===== config.mk =====
export PLATFORM = sky130hd
export DESIGN_NAME = sonar_height_median_blend_top
export DESIGN_NICKNAME = d
export VERILOG_FILES = /design/src/rtl/shmb_pkg.sv /design/src/rtl/shmb_front.sv /design/src/rtl/shmb_queue.sv /design/src/rtl/shmb_back.sv /design/src/rtl/sonar_height_median_blend_top.sv
export SDC_FILE = /design/constraint.sdc
export NUM_CORES = 2
export LEC_CHECK = 0
export BUFFER_PORTS_ARGS = -buffer_cell sky130_fd_sc_hd__buf_2
export CORE_ASPECT_RATIO = 1.75
export CORE_MARGIN = 5
export CORE_UTILIZATION = 55
export DETAILED_ROUTE_END_ITERATION = 10
export MAX_ROUTING_LAYER = met4
export PLACE_DENSITY = 0.71
export SYNTH_ARGS = -nofsm -noshare
export SYNTH_HDL_FRONTEND = slang
export SYNTH_SLANG_ARGS = --single-unit

===== constraint.sdc =====
create_clock -name clk -period 35.9 [get_ports clk]
set_clock_uncertainty 0.2 [all_clocks]
set_input_delay 3.59 -clock clk [delete_from_list [all_inputs] [get_ports clk]]
set_output_delay 3.59 -clock clk [all_outputs]
set_load 0.1 [all_outputs]

===== src/rtl/shmb_pkg.sv =====
package shmb_pkg;

    // Filter window
    localparam int WINDOW = 5;
    localparam int IDX_W  = 3;

    // Configuration registers
    localparam int CFG_W     = 10;
    localparam int CFG_IDX_W = 2;
    localparam logic [CFG_IDX_W-1:0] CFG_CALIB_THR = 2'd0;
    localparam logic [CFG_IDX_W-1:0] CFG_MIN_RANGE = 2'd1;
    localparam logic [CFG_IDX_W-1:0] CFG_MAX_RANGE = 2'd2;
    localparam logic [CFG_W-1:0] CALIB_THR_RST = 10'd20;
    localparam logic [CFG_W-1:0] MIN_RANGE_RST = 10'd30;
    localparam logic [CFG_W-1:0] MAX_RANGE_RST = 10'd350;

    // Datapath widths
    localparam int RANGE_W = 11;
    localparam int Z_W     = 16;
    localparam int OFF_W   = Z_W + 1;
    localparam int D_W     = 18;
    localparam int S_W     = 19;
    localparam int P_W     = D_W + S_W;
    localparam int MAG_W   = 32;
    localparam int Q_W     = 22;
    localparam int H_W     = 21;

    // Blend divisor and its reciprocal: floor(2^RECIP_SHIFT / BLEND_SPAN)
    localparam int BLEND_SPAN  = 1500;
    localparam int RECIP_SHIFT = 42;
    localparam logic [MAG_W-1:0] RECIP = 32'd2932031007;

    // Stream widths
    localparam int IN_TDATA_W  = 32;
    localparam int OUT_TDATA_W = 24;
    localparam int OUT_TUSER_W = 2;

    // Queue between front and back
    localparam int QUEUE_DEPTH = 4;
    localparam int QPTR_W      = 2;
    localparam int QCNT_W      = 3;

    typedef struct packed {
        logic                  calib;
        logic                  filt_ready;
        logic signed [D_W-1:0] data;
        logic signed [Z_W-1:0] z_est;
    } work_item_t;

endpackage


===== src/rtl/shmb_front.sv =====
module shmb_front (
    input  logic                                 clk,
    input  logic                                 rst_n,
    input  logic                                 s_axis_tvalid,
    output logic                                 s_axis_tready,
    input  logic [shmb_pkg::IN_TDATA_W-1:0]      s_axis_tdata,
    input  logic                                 cfg_valid,
    output logic                                 cfg_ready,
    input  logic [shmb_pkg::CFG_IDX_W-1:0]       cfg_index,
    input  logic [shmb_pkg::CFG_W-1:0]           cfg_data,
    input  logic                                 q_full,
    output logic                                 push,
    output shmb_pkg::work_item_t                 push_item
);

    logic [shmb_pkg::CFG_W-1:0] calib_thr_reg;
    logic [shmb_pkg::CFG_W-1:0] min_range_reg;
    logic [shmb_pkg::CFG_W-1:0] max_range_reg;

    logic signed [shmb_pkg::OFF_W-1:0] offset_reg;
    logic signed [shmb_pkg::OFF_W-1:0] offset_next;
    logic                              calib_pending_reg;
    logic                              calib_pending_next;
    logic [shmb_pkg::IDX_W-1:0]        ring_idx_reg;
    logic [shmb_pkg::IDX_W-1:0]        ring_idx_next;
    logic                              window_full_reg;
    logic                              window_full_next;
    logic signed [shmb_pkg::D_W-1:0]   ring_reg  [shmb_pkg::WINDOW];
    logic signed [shmb_pkg::D_W-1:0]   ring_next [shmb_pkg::WINDOW];

    logic                                accept;
    logic signed [shmb_pkg::RANGE_W-1:0] range_w;
    logic signed [shmb_pkg::Z_W-1:0]     z_w;
    logic [shmb_pkg::Z_W:0]              z_x;
    logic [shmb_pkg::Z_W:0]              z_neg;
    logic [shmb_pkg::Z_W:0]              z_mag;
    logic                                calib_hit;
    logic signed [shmb_pkg::RANGE_W-1:0] min_s;
    logic signed [shmb_pkg::RANGE_W-1:0] max_s;
    logic signed [shmb_pkg::RANGE_W-1:0] r_clamp;
    logic signed [shmb_pkg::D_W-1:0]     sample;
    logic                                store;
    logic signed [shmb_pkg::D_W-1:0]     med;

    // Median of five: fixed seven-exchange network
    function automatic logic signed [shmb_pkg::D_W-1:0] median5(
        input logic signed [shmb_pkg::D_W-1:0] v0,
        input logic signed [shmb_pkg::D_W-1:0] v1,
        input logic signed [shmb_pkg::D_W-1:0] v2,
        input logic signed [shmb_pkg::D_W-1:0] v3,
        input logic signed [shmb_pkg::D_W-1:0] v4
    );
        logic signed [shmb_pkg::D_W-1:0] p0;
        logic signed [shmb_pkg::D_W-1:0] p1;
        logic signed [shmb_pkg::D_W-1:0] p2;
        logic signed [shmb_pkg::D_W-1:0] p3;
        logic signed [shmb_pkg::D_W-1:0] p4;
        logic signed [shmb_pkg::D_W-1:0] t;
        p0 = v0;
        p1 = v1;
        p2 = v2;
        p3 = v3;
        p4 = v4;
        if (p0 > p1)
        begin
            t = p0; p0 = p1; p1 = t;
        end
        if (p3 > p4)
        begin
            t = p3; p3 = p4; p4 = t;
        end
        if (p0 > p3)
        begin
            t = p0; p0 = p3; p3 = t;
        end
        if (p1 > p4)
        begin
            t = p1; p1 = p4; p4 = t;
        end
        if (p1 > p2)
        begin
            t = p1; p1 = p2; p2 = t;
        end
        if (p2 > p3)
        begin
            t = p2; p2 = p3; p3 = t;
        end
        if (p1 > p2)
        begin
            t = p1; p1 = p2; p2 = t;
        end
        return p2;
    endfunction

    assign s_axis_tready = !q_full;
    assign accept        = s_axis_tvalid && !q_full;
    assign cfg_ready     = 1'b1;

    assign range_w = s_axis_tdata[shmb_pkg::RANGE_W-1:0];
    assign z_w     = s_axis_tdata[shmb_pkg::RANGE_W +: shmb_pkg::Z_W];

    // Calibration trigger on |z|
    assign z_x       = {z_w[shmb_pkg::Z_W-1], z_w};
    assign z_neg     = ~z_x + 1'b1;
    assign z_mag     = z_x[shmb_pkg::Z_W] ? z_neg : z_x;
    assign calib_hit = z_mag > {{(shmb_pkg::Z_W + 1 - shmb_pkg::CFG_W){1'b0}}, calib_thr_reg};

    // Clamp: upper bound tested first, so it wins when bounds cross and the range exceeds it
    assign min_s = {1'b0, min_range_reg};
    assign max_s = {1'b0, max_range_reg};

    always_comb
    begin
        if (range_w > max_s)
            r_clamp = max_s;
        else if (range_w < min_s)
            r_clamp = min_s;
        else
            r_clamp = range_w;
    end

    assign sample = {{(shmb_pkg::D_W - shmb_pkg::RANGE_W){r_clamp[shmb_pkg::RANGE_W-1]}}, r_clamp}
                  + {offset_reg[shmb_pkg::OFF_W-1], offset_reg};
    assign store  = !calib_pending_reg && !sample[shmb_pkg::D_W-1];

    always_comb
    begin
        offset_next        = offset_reg;
        calib_pending_next = calib_pending_reg;
        ring_idx_next      = ring_idx_reg;
        window_full_next   = window_full_reg;
        if (calib_pending_reg)
        begin
            if (calib_hit)
            begin
                offset_next = z_neg - {{(shmb_pkg::OFF_W - shmb_pkg::RANGE_W){range_w[shmb_pkg::RANGE_W-1]}},
                                        range_w};
                calib_pending_next = 1'b0;
            end
        end
        else if (store)
        begin
            if (ring_idx_reg == shmb_pkg::IDX_W'(shmb_pkg::WINDOW - 1))
            begin
                ring_idx_next    = '0;
                window_full_next = 1'b1;
            end
            else
                ring_idx_next = ring_idx_reg + 1'b1;
        end
    end

    always_comb
    begin
        for (int k = 0; k < shmb_pkg::WINDOW; k++)
        begin
            if (store && ring_idx_reg == shmb_pkg::IDX_W'(k))
                ring_next[k] = sample;
            else
                ring_next[k] = ring_reg[k];
        end
    end

    assign med = median5(ring_next[0], ring_next[1], ring_next[2], ring_next[3], ring_next[4]);

    assign push                 = accept;
    assign push_item.calib      = calib_pending_reg;
    assign push_item.filt_ready = window_full_next;
    assign push_item.data       = window_full_next ? med : sample;
    assign push_item.z_est      = z_w;

    always_ff @(posedge clk or negedge rst_n)
    begin
        if (!rst_n)
        begin
            calib_thr_reg <= shmb_pkg::CALIB_THR_RST;
            min_range_reg <= shmb_pkg::MIN_RANGE_RST;
            max_range_reg <= shmb_pkg::MAX_RANGE_RST;
        end
        else if (cfg_valid)
        begin
            case (cfg_index)
                shmb_pkg::CFG_CALIB_THR: calib_thr_reg <= cfg_data;
                shmb_pkg::CFG_MIN_RANGE: min_range_reg <= cfg_data;
                shmb_pkg::CFG_MAX_RANGE: max_range_reg <= cfg_data;
                default: ;
            endcase
        end
    end

    always_ff @(posedge clk or negedge rst_n)
    begin
        if (!rst_n)
        begin
            offset_reg        <= '0;
            calib_pending_reg <= 1'b1;
            ring_idx_reg      <= '0;
            window_full_reg   <= 1'b0;
        end
        else if (accept)
        begin
            offset_reg        <= offset_next;
            calib_pending_reg <= calib_pending_next;
            ring_idx_reg      <= ring_idx_next;
            window_full_reg   <= window_full_next;
        end
    end

    // Sample ring: payload only, guarded by window_full_next
    always_ff @(posedge clk)
    begin
        if (accept && store)
            ring_reg[ring_idx_reg] <= sample;
    end

    a_idx_range: assert property (@(posedge clk) disable iff (!rst_n)
        ring_idx_reg < shmb_pkg::IDX_W'(shmb_pkg::WINDOW))
        else $error("ring index out of window");

    a_calib_sticky: assert property (@(posedge clk) disable iff (!rst_n)
        !calib_pending_reg |=> !calib_pending_reg)
        else $error("calibration re-entered");

endmodule


===== src/rtl/shmb_queue.sv =====
module shmb_queue (
    input  logic                 clk,
    input  logic                 rst_n,
    input  logic                 push,
    input  shmb_pkg::work_item_t push_item,
    output logic                 full,
    input  logic                 pop,
    output logic                 empty,
    output shmb_pkg::work_item_t head
);

    shmb_pkg::work_item_t          mem_reg [shmb_pkg::QUEUE_DEPTH];
    logic [shmb_pkg::QPTR_W-1:0]   wr_ptr_reg;
    logic [shmb_pkg::QPTR_W-1:0]   rd_ptr_reg;
    logic [shmb_pkg::QCNT_W-1:0]   count_reg;
    logic [shmb_pkg::QCNT_W-1:0]   count_next;

    assign full  = count_reg == shmb_pkg::QCNT_W'(shmb_pkg::QUEUE_DEPTH);
    assign empty = count_reg == '0;
    assign head  = mem_reg[rd_ptr_reg];

    always_comb
    begin
        count_next = count_reg;
        if (push && !pop)
            count_next = count_reg + 1'b1;
        else if (pop && !push)
            count_next = count_reg - 1'b1;
    end

    always_ff @(posedge clk or negedge rst_n)
    begin
        if (!rst_n)
        begin
            wr_ptr_reg <= '0;
            rd_ptr_reg <= '0;
            count_reg  <= '0;
        end
        else
        begin
            if (push)
                wr_ptr_reg <= wr_ptr_reg + 1'b1;
            if (pop)
                rd_ptr_reg <= rd_ptr_reg + 1'b1;
            count_reg <= count_next;
        end
    end

    always_ff @(posedge clk)
    begin
        if (push)
            mem_reg[wr_ptr_reg] <= push_item;
    end

    a_no_overflow: assert property (@(posedge clk) disable iff (!rst_n)
        push |-> !full)
        else $error("push into full queue");

    a_no_underflow: assert property (@(posedge clk) disable iff (!rst_n)
        pop |-> !empty)
        else $error("pop from empty queue");

endmodule


===== src/rtl/shmb_back.sv =====
module shmb_back (
    input  logic                                 clk,
    input  logic                                 rst_n,
    input  logic                                 q_empty,
    input  shmb_pkg::work_item_t                 q_head,
    output logic                                 q_pop,
    output logic                                 m_axis_tvalid,
    input  logic                                 m_axis_tready,
    output logic [shmb_pkg::OUT_TDATA_W-1:0]     m_axis_tdata,
    output logic [shmb_pkg::OUT_TUSER_W-1:0]     m_axis_tuser
);

    localparam logic [shmb_pkg::Q_W-1:0] POS_LIMIT = shmb_pkg::Q_W'((1 << (shmb_pkg::H_W - 1)) - 1);
    localparam logic [shmb_pkg::Q_W-1:0] NEG_LIMIT = shmb_pkg::Q_W'(1 << (shmb_pkg::H_W - 1));
    localparam logic [shmb_pkg::MAG_W-1:0] SPAN    = shmb_pkg::MAG_W'(shmb_pkg::BLEND_SPAN);
    localparam logic [shmb_pkg::MAG_W-1:0] SPAN2   = shmb_pkg::MAG_W'(2 * shmb_pkg::BLEND_SPAN);

    logic adv;

    // Stage A: product d * (z + d - span)
    logic                               a_valid_reg;
    logic                               a_calib_reg;
    logic                               a_filt_reg;
    logic signed [shmb_pkg::P_W-1:0]    a_prod_reg;
    logic signed [shmb_pkg::S_W-1:0]    s_w;
    logic signed [shmb_pkg::P_W-1:0]    d_x;
    logic signed [shmb_pkg::P_W-1:0]    s_x;
    logic signed [shmb_pkg::P_W-1:0]    prod_w;

    // Stage B: magnitude times reciprocal
    logic                               b_valid_reg;
    logic                               b_calib_reg;
    logic                               b_filt_reg;
    logic                               b_neg_reg;
    logic [shmb_pkg::MAG_W-1:0]         b_mag_reg;
    logic [shmb_pkg::Q_W-1:0]           b_q0_reg;
    logic [shmb_pkg::P_W-1:0]           prod_abs;
    logic [shmb_pkg::MAG_W-1:0]         mag_w;
    logic [2*shmb_pkg::MAG_W-1:0]       recip_prod;

    // Stage C: quotient correction
    logic                               c_valid_reg;
    logic                               c_calib_reg;
    logic                               c_filt_reg;
    logic                               c_neg_reg;
    logic [shmb_pkg::Q_W-1:0]           c_q_reg;
    logic [shmb_pkg::MAG_W-1:0]         q_span;
    logic [shmb_pkg::MAG_W-1:0]         rem_w;

    // Output stage: sign, saturation, hold while calibrating
    logic                               out_valid_reg;
    logic [shmb_pkg::H_W-1:0]           out_height_reg;
    logic                               out_calib_reg;
    logic                               out_filt_reg;
    logic [shmb_pkg::H_W-1:0]           last_height_reg;
    logic [shmb_pkg::Q_W-1:0]           neg_q;
    logic [shmb_pkg::H_W-1:0]           height_w;
    logic [shmb_pkg::H_W-1:0]           height_sel;

    assign adv   = !out_valid_reg || m_axis_tready;
    assign q_pop = adv && !q_empty;

    assign s_w    = {{(shmb_pkg::S_W - shmb_pkg::Z_W){q_head.z_est[shmb_pkg::Z_W-1]}}, q_head.z_est}
                  + {{(shmb_pkg::S_W - shmb_pkg::D_W){q_head.data[shmb_pkg::D_W-1]}}, q_head.data}
                  - shmb_pkg::S_W'(shmb_pkg::BLEND_SPAN);
    assign d_x    = {{(shmb_pkg::P_W - shmb_pkg::D_W){q_head.data[shmb_pkg::D_W-1]}}, q_head.data};
    assign s_x    = {{(shmb_pkg::P_W - shmb_pkg::S_W){s_w[shmb_pkg::S_W-1]}}, s_w};
    assign prod_w = d_x * s_x;

    // |product| stays below 2^32 over the whole input range
    assign prod_abs   = a_prod_reg[shmb_pkg::P_W-1] ? (~a_prod_reg + 1'b1) : a_prod_reg;
    assign mag_w      = prod_abs[shmb_pkg::MAG_W-1:0];
    assign recip_prod = {{shmb_pkg::MAG_W{1'b0}}, mag_w} * {{shmb_pkg::MAG_W{1'b0}}, shmb_pkg::RECIP};

    // Reciprocal estimate is exact or one low
    assign q_span = shmb_pkg::MAG_W'(b_q0_reg) * SPAN;
    assign rem_w  = b_mag_reg - q_span;

    assign neg_q = ~c_q_reg + 1'b1;

    always_comb
    begin
        if (c_neg_reg)
        begin
            if (c_q_reg > NEG_LIMIT)
                height_w = NEG_LIMIT[shmb_pkg::H_W-1:0];
            else
                height_w = neg_q[shmb_pkg::H_W-1:0];
        end
        else
        begin
            if (c_q_reg > POS_LIMIT)
                height_w = POS_LIMIT[shmb_pkg::H_W-1:0];
            else
                height_w = c_q_reg[shmb_pkg::H_W-1:0];
        end
    end

    assign height_sel = c_calib_reg ? last_height_reg : height_w;

    always_ff @(posedge clk or negedge rst_n)
    begin
        if (!rst_n)
        begin
            a_valid_reg     <= 1'b0;
            b_valid_reg     <= 1'b0;
            c_valid_reg     <= 1'b0;
            out_valid_reg   <= 1'b0;
            last_height_reg <= '0;
        end
        else if (adv)
        begin
            a_valid_reg   <= !q_empty;
            b_valid_reg   <= a_valid_reg;
            c_valid_reg   <= b_valid_reg;
            out_valid_reg <= c_valid_reg;
            if (c_valid_reg && !c_calib_reg)
                last_height_reg <= height_w;
        end
    end

    always_ff @(posedge clk)
    begin
        if (adv)
        begin
            a_calib_reg    <= q_head.calib;
            a_filt_reg     <= q_head.filt_ready;
            a_prod_reg     <= prod_w;

            b_calib_reg    <= a_calib_reg;
            b_filt_reg     <= a_filt_reg;
            b_neg_reg      <= a_prod_reg[shmb_pkg::P_W-1];
            b_mag_reg      <= mag_w;
            b_q0_reg       <= recip_prod[shmb_pkg::RECIP_SHIFT +: shmb_pkg::Q_W];

            c_calib_reg    <= b_calib_reg;
            c_filt_reg     <= b_filt_reg;
            c_neg_reg      <= b_neg_reg;
            c_q_reg        <= (rem_w >= SPAN) ? b_q0_reg + 1'b1 : b_q0_reg;

            out_height_reg <= height_sel;
            out_calib_reg  <= c_calib_reg;
            out_filt_reg   <= c_filt_reg;
        end
    end

    assign m_axis_tvalid = out_valid_reg;
    assign m_axis_tdata  = {{(shmb_pkg::OUT_TDATA_W - shmb_pkg::H_W){1'b0}}, out_height_reg};
    assign m_axis_tuser  = {out_filt_reg, out_calib_reg};

    a_rem_bound: assert property (@(posedge clk) disable iff (!rst_n)
        b_valid_reg |-> rem_w < SPAN2)
        else $error("reciprocal estimate off by more than one");

    a_quot_bound: assert property (@(posedge clk) disable iff (!rst_n)
        c_valid_reg |-> !c_q_reg[shmb_pkg::Q_W-1])
        else $error("quotient exceeds expected range");

endmodule


===== src/rtl/sonar_height_median_blend_top.sv =====
// Sonar height filter. Each input item carries a sonar range and a vertical position
// estimate (cm, negative is up); each produces exactly one result item, in order. Until
// |z| exceeds calib_threshold_cm the block calibrates: it reports the held height (zero
// after reset) with calibrating set, and on the trigger item captures
// offset = -z - range. After that the range is clamped to [min_range_cm, max_range_cm]
// (upper bound tested first), the offset is added, non-negative samples enter a
// five-entry ring, and once the ring has filled the median of the ring replaces the
// sample. The result is trunc(d * (z + d - 1500) / 1500), saturated to 21 bits signed.
// Throughput is one item per clock while the queue has room and the sink is ready: the
// offset, ring and median network update within the accepting cycle, and the blend runs
// in a four-stage pipeline (multiply, reciprocal multiply, quotient correction, saturate
// into the output register) fed from the queue. A four-item queue sits between the
// classifying front and the arithmetic back, so input stays open while a result waits.
// Configuration writes are always ready and should be issued while the block is idle.
// The sample ring needs no clearing after reset.
module sonar_height_median_blend_top (
    input  logic                                 clk,
    input  logic                                 rst_n,
    // tdata: [10:0] range_cm, [26:11] z_est_cm, [31:27] zero
    input  logic                                 s_axis_tvalid,
    output logic                                 s_axis_tready,
    input  logic [shmb_pkg::IN_TDATA_W-1:0]      s_axis_tdata,
    // tdata: [20:0] height_cm, [23:21] zero
    // tuser: [0] calibrating, [1] filter_ready
    output logic                                 m_axis_tvalid,
    input  logic                                 m_axis_tready,
    output logic [shmb_pkg::OUT_TDATA_W-1:0]     m_axis_tdata,
    output logic [shmb_pkg::OUT_TUSER_W-1:0]     m_axis_tuser,
    // index 0 calib_threshold_cm, 1 min_range_cm, 2 max_range_cm
    input  logic                                 cfg_valid,
    output logic                                 cfg_ready,
    input  logic [shmb_pkg::CFG_IDX_W-1:0]       cfg_index,
    input  logic [shmb_pkg::CFG_W-1:0]           cfg_data
);

    logic                 q_full;
    logic                 q_empty;
    logic                 push;
    logic                 pop;
    shmb_pkg::work_item_t push_item;
    shmb_pkg::work_item_t head;

    // Front: accept, calibrate, clamp, ring update and median
    shmb_front u_front (
        .clk           (clk),
        .rst_n         (rst_n),
        .s_axis_tvalid (s_axis_tvalid),
        .s_axis_tready (s_axis_tready),
        .s_axis_tdata  (s_axis_tdata),
        .cfg_valid     (cfg_valid),
        .cfg_ready     (cfg_ready),
        .cfg_index     (cfg_index),
        .cfg_data      (cfg_data),
        .q_full        (q_full),
        .push          (push),
        .push_item     (push_item)
    );

    // Decoupling queue
    shmb_queue u_queue (
        .clk       (clk),
        .rst_n     (rst_n),
        .push      (push),
        .push_item (push_item),
        .full      (q_full),
        .pop       (pop),
        .empty     (q_empty),
        .head      (head)
    );

    // Back: blend arithmetic and output register
    shmb_back u_back (
        .clk           (clk),
        .rst_n         (rst_n),
        .q_empty       (q_empty),
        .q_head        (head),
        .q_pop         (pop),
        .m_axis_tvalid (m_axis_tvalid),
        .m_axis_tready (m_axis_tready),
        .m_axis_tdata  (m_axis_tdata),
        .m_axis_tuser  (m_axis_tuser)
    );

endmodule


==> reports/results.ini <==
[finish]
diodes = 0
seqCellArea_sq_mm = 0.01329
nets = 8179
drive_gt1_share_pct = 6.807
final_area_sq_mm = 0.06800
multiInputGateArea_sq_mm = 0.04437
largest_register_ffs = 144
fillers = 9804
area_delta_synth_final_pct = 6.521

[detailed_routing]
routedWlPerCell_microns = 21.27
vias_per_cell = 5.670
post-route-drc-count = 0
routed_wirelength_microns = 169500
first_iter_violations = 2126
num_vias = 45169
drt_first_pass_iters = 5
drtAntennaViolNets = 0

[logic_synthesis]
synthArstFlopShare_pct = 18.42
synth_area_sq_mm = 0.06384
yosysUniqueCellTypes = 99
ys_warn_count = 0
yosys.area.top_type_share_pct = 28.13
syn-mean-instance-area_sq_um = 10.05
synth_edf_count = 372
synth.most_common_cell = inv_1
synth_area_leaders = fa_1 28%, edfxtp_1 17%, ha_1 16%, inv_1 8.9%, dfrtp_1 2.8%
ys_seq_area_share_pct = 20.82
synthCells = 6353
yosys-top-cells-count = 1509 x inv_1, 897 x fa_1, 808 x ha_1, 435 x nand2_1, 372 x edfxtp_1
ys_ff_latch = 456
synth_ff_type = edfxtp_1
synth_top_area_cell = fa_1

[grt]
antenna_found_initial = 0
grt_pass1_vias = 49188
grt_pass1_wl_microns = 265300
grt_start_max_net_pins = 58
grt_use_total_pct = 28.75
overflow = 0

[clock_tree]
cts_tree = yes
clk_latency_ps = 650
clkSlewWorstSetupHoldPaths_ps = 70
clockBufferDepth = 3
cts-hold-fix-buffers = 0
h-tree-depth = 2
post-cts-setup-buffers = 0
root_buffer = clkbuf_16
cts_made_buffers = 48
cts_resized = 0
cts.sinks = 456

[worst_setup_path]
cp_slowest_cell = nor3_1
r2r_cells = 103
path_class = in -> reg
critPathMaxFanout = 57
max_stage_delay_ps = 910
crit_top_cell = o21ai_0
crit_path_end_kind = flop
worst_ep_required_time_ps = 35980
worstSetupStartpointType = primary input
arrival_ps = 27740

[sta]
finalMaxSlewViolations = 0
finalSetupViolations = 0
max_slew_margin_pct = 19.16
hold_viol = 0
clock.fmax_ghz = 0.03615
tns_ps = 0
tightest_slew_ps = 1209
rsz0062_at_grt = no
timing.final.crit_share_pct = 77.05
fin_crit_ps = 27660

[placed_design]
portBuffers = 68
placed_cell_area_sq_mm = 0.06635
hpwl_microns = 144400
routabilityCongestion = 1.059

[floorplanning]
start_util_pct = 55.32
die_y_microns = 460.7
rows = 165
dieArea_sq_mm = 0.1233
die_x_microns = 267.5
core_sq_mm = 0.1154
ios = 78

[flow_run]
max_cap_viol_count = 0

[min_path]
min_path_cells = 0
hold_path.class = reg -> reg

[run_status]
status = finished clean

[layout by cell type (no fill, tap or decap), drive strengths merged, types with 37 or more instances in the layout]
cell type / Yosys / layout
o21ai: 211 / 211
nand4: 40 / 40
inv: 1510 / 1519
nor3: 56 / 56
a21o: 78 / 78
a31oi: 47 / 47
nand3: 77 / 77
and2: 58 / 58
xnor2: 145 / 145
nand2: 435 / 435
nand2b: 67 / 67
fa: 897 / 897
dfrtp: 71 / 71
ha: 808 / 808
edfxtp: 372 / 372
clkbuf: 124 / 55
xor2: 66 / 66
a21oi: 214 / 214
o211ai: 37 / 37
or3: 45 / 45
mux2: 86 / 86
buf: 29 / 173
nor2: 264 / 264
nor2b: 58 / 58
mux2i: 118 / 118
[path summary, 6_finish.rpt]
kind,from,to,slack (ps)
setup reg to reg,u_front.min_range_reg[1]$_DFFE_PN1P_,u_queue.mem_reg[3][19]$_DFFE_PP_,10770
hold reg to reg,u_back.b_neg_reg$_DFFE_PP_,u_back.c_neg_reg$_DFFE_PP_,220
min in group asynchronous,rst_n,u_back.last_height_reg[7]$_DFFE_PN0P_,2750
hold / removal,u_back.b_neg_reg$_DFFE_PP_,u_back.c_neg_reg$_DFFE_PP_,220
max in group asynchronous,rst_n,u_front.offset_reg[1]$_DFFE_PN0P_,31600
setup / recovery,s_axis_tdata[1],u_queue.mem_reg[3][19]$_DFFE_PP_,8240
[kinds of logic (layout without fill, tap and decap cells)]
family                   count (synthesis)  after routing  share of synthesized area [%]
other                                    2              4                        0.01176
adder cells (fa/ha/maj)               1706           1706                          43.98
XOR/XNOR                               211            211                          2.907
multiplexers                           235            235                          4.480
flip-flops                             456            456                          20.82
AO/OA/AOI/OAI                          867            867                          8.902
AND/OR/NAND/NOR                       1211           1211                          9.049
buffers and inverters                 1665           1774                          9.854
[critical path: cells and delay by family]
| family | cells | cell delay (ps) |
|---|---|---|
| fa+ha+maj | 8 | 2570 |
| xor+xnor | 1 | 90 |
| compound gates | 52 | 11410 |
| mux | 4 | 1240 |
| simple gates | 31 | 6860 |
| buf+inv | 7 | 1860 |
[routing by layer]
| layer | share of wire (%) | vias up | global-route usage (%) |
|---|---|---|---|
| met1 | 31 | 22485 | 26.37 |
| li1 | - | 20821 | - |
| met5 | 0 | - | - |
| met2 | 55 | 1194 | 53.82 |
| met4 | 11 | 0 | 22.45 |
| met3 | 3.2 | 669 | 2.446 |
[metrics by stage]
step | setup WS, ps | std cells | hold slack, ps | util (%)
6_report | 8239 | 7967 | 222.7 | 58.93
5_1_grt | 6515 | 7967 | 239.3 | 58.93
4_1_cts | 8508 | 7967 | 223.5 | 58.93
3_5_place_dp | 7942 | 7878 | 207.1 | 57.49
3_3_place_gp | 8008 | 7878 | 200.2 | 57.49
2_1_floorplan | 13790 | 6355 | 200.3 | -
[layout make-up]
type                            instances  area share, %
Timing Repair Buffer                  173          1.663
Inverter                             1512          8.346
Sequential cell                       456          19.55
Clock buffer                           55          1.820
Multi-Input combinational cell       4234          65.25
Clock inverter                         34         0.6090
Tap cell                             1503          2.765
Power is not shown: default switching activity piles up to over one toggle a cycle in this logic, so the estimate is an artifact.
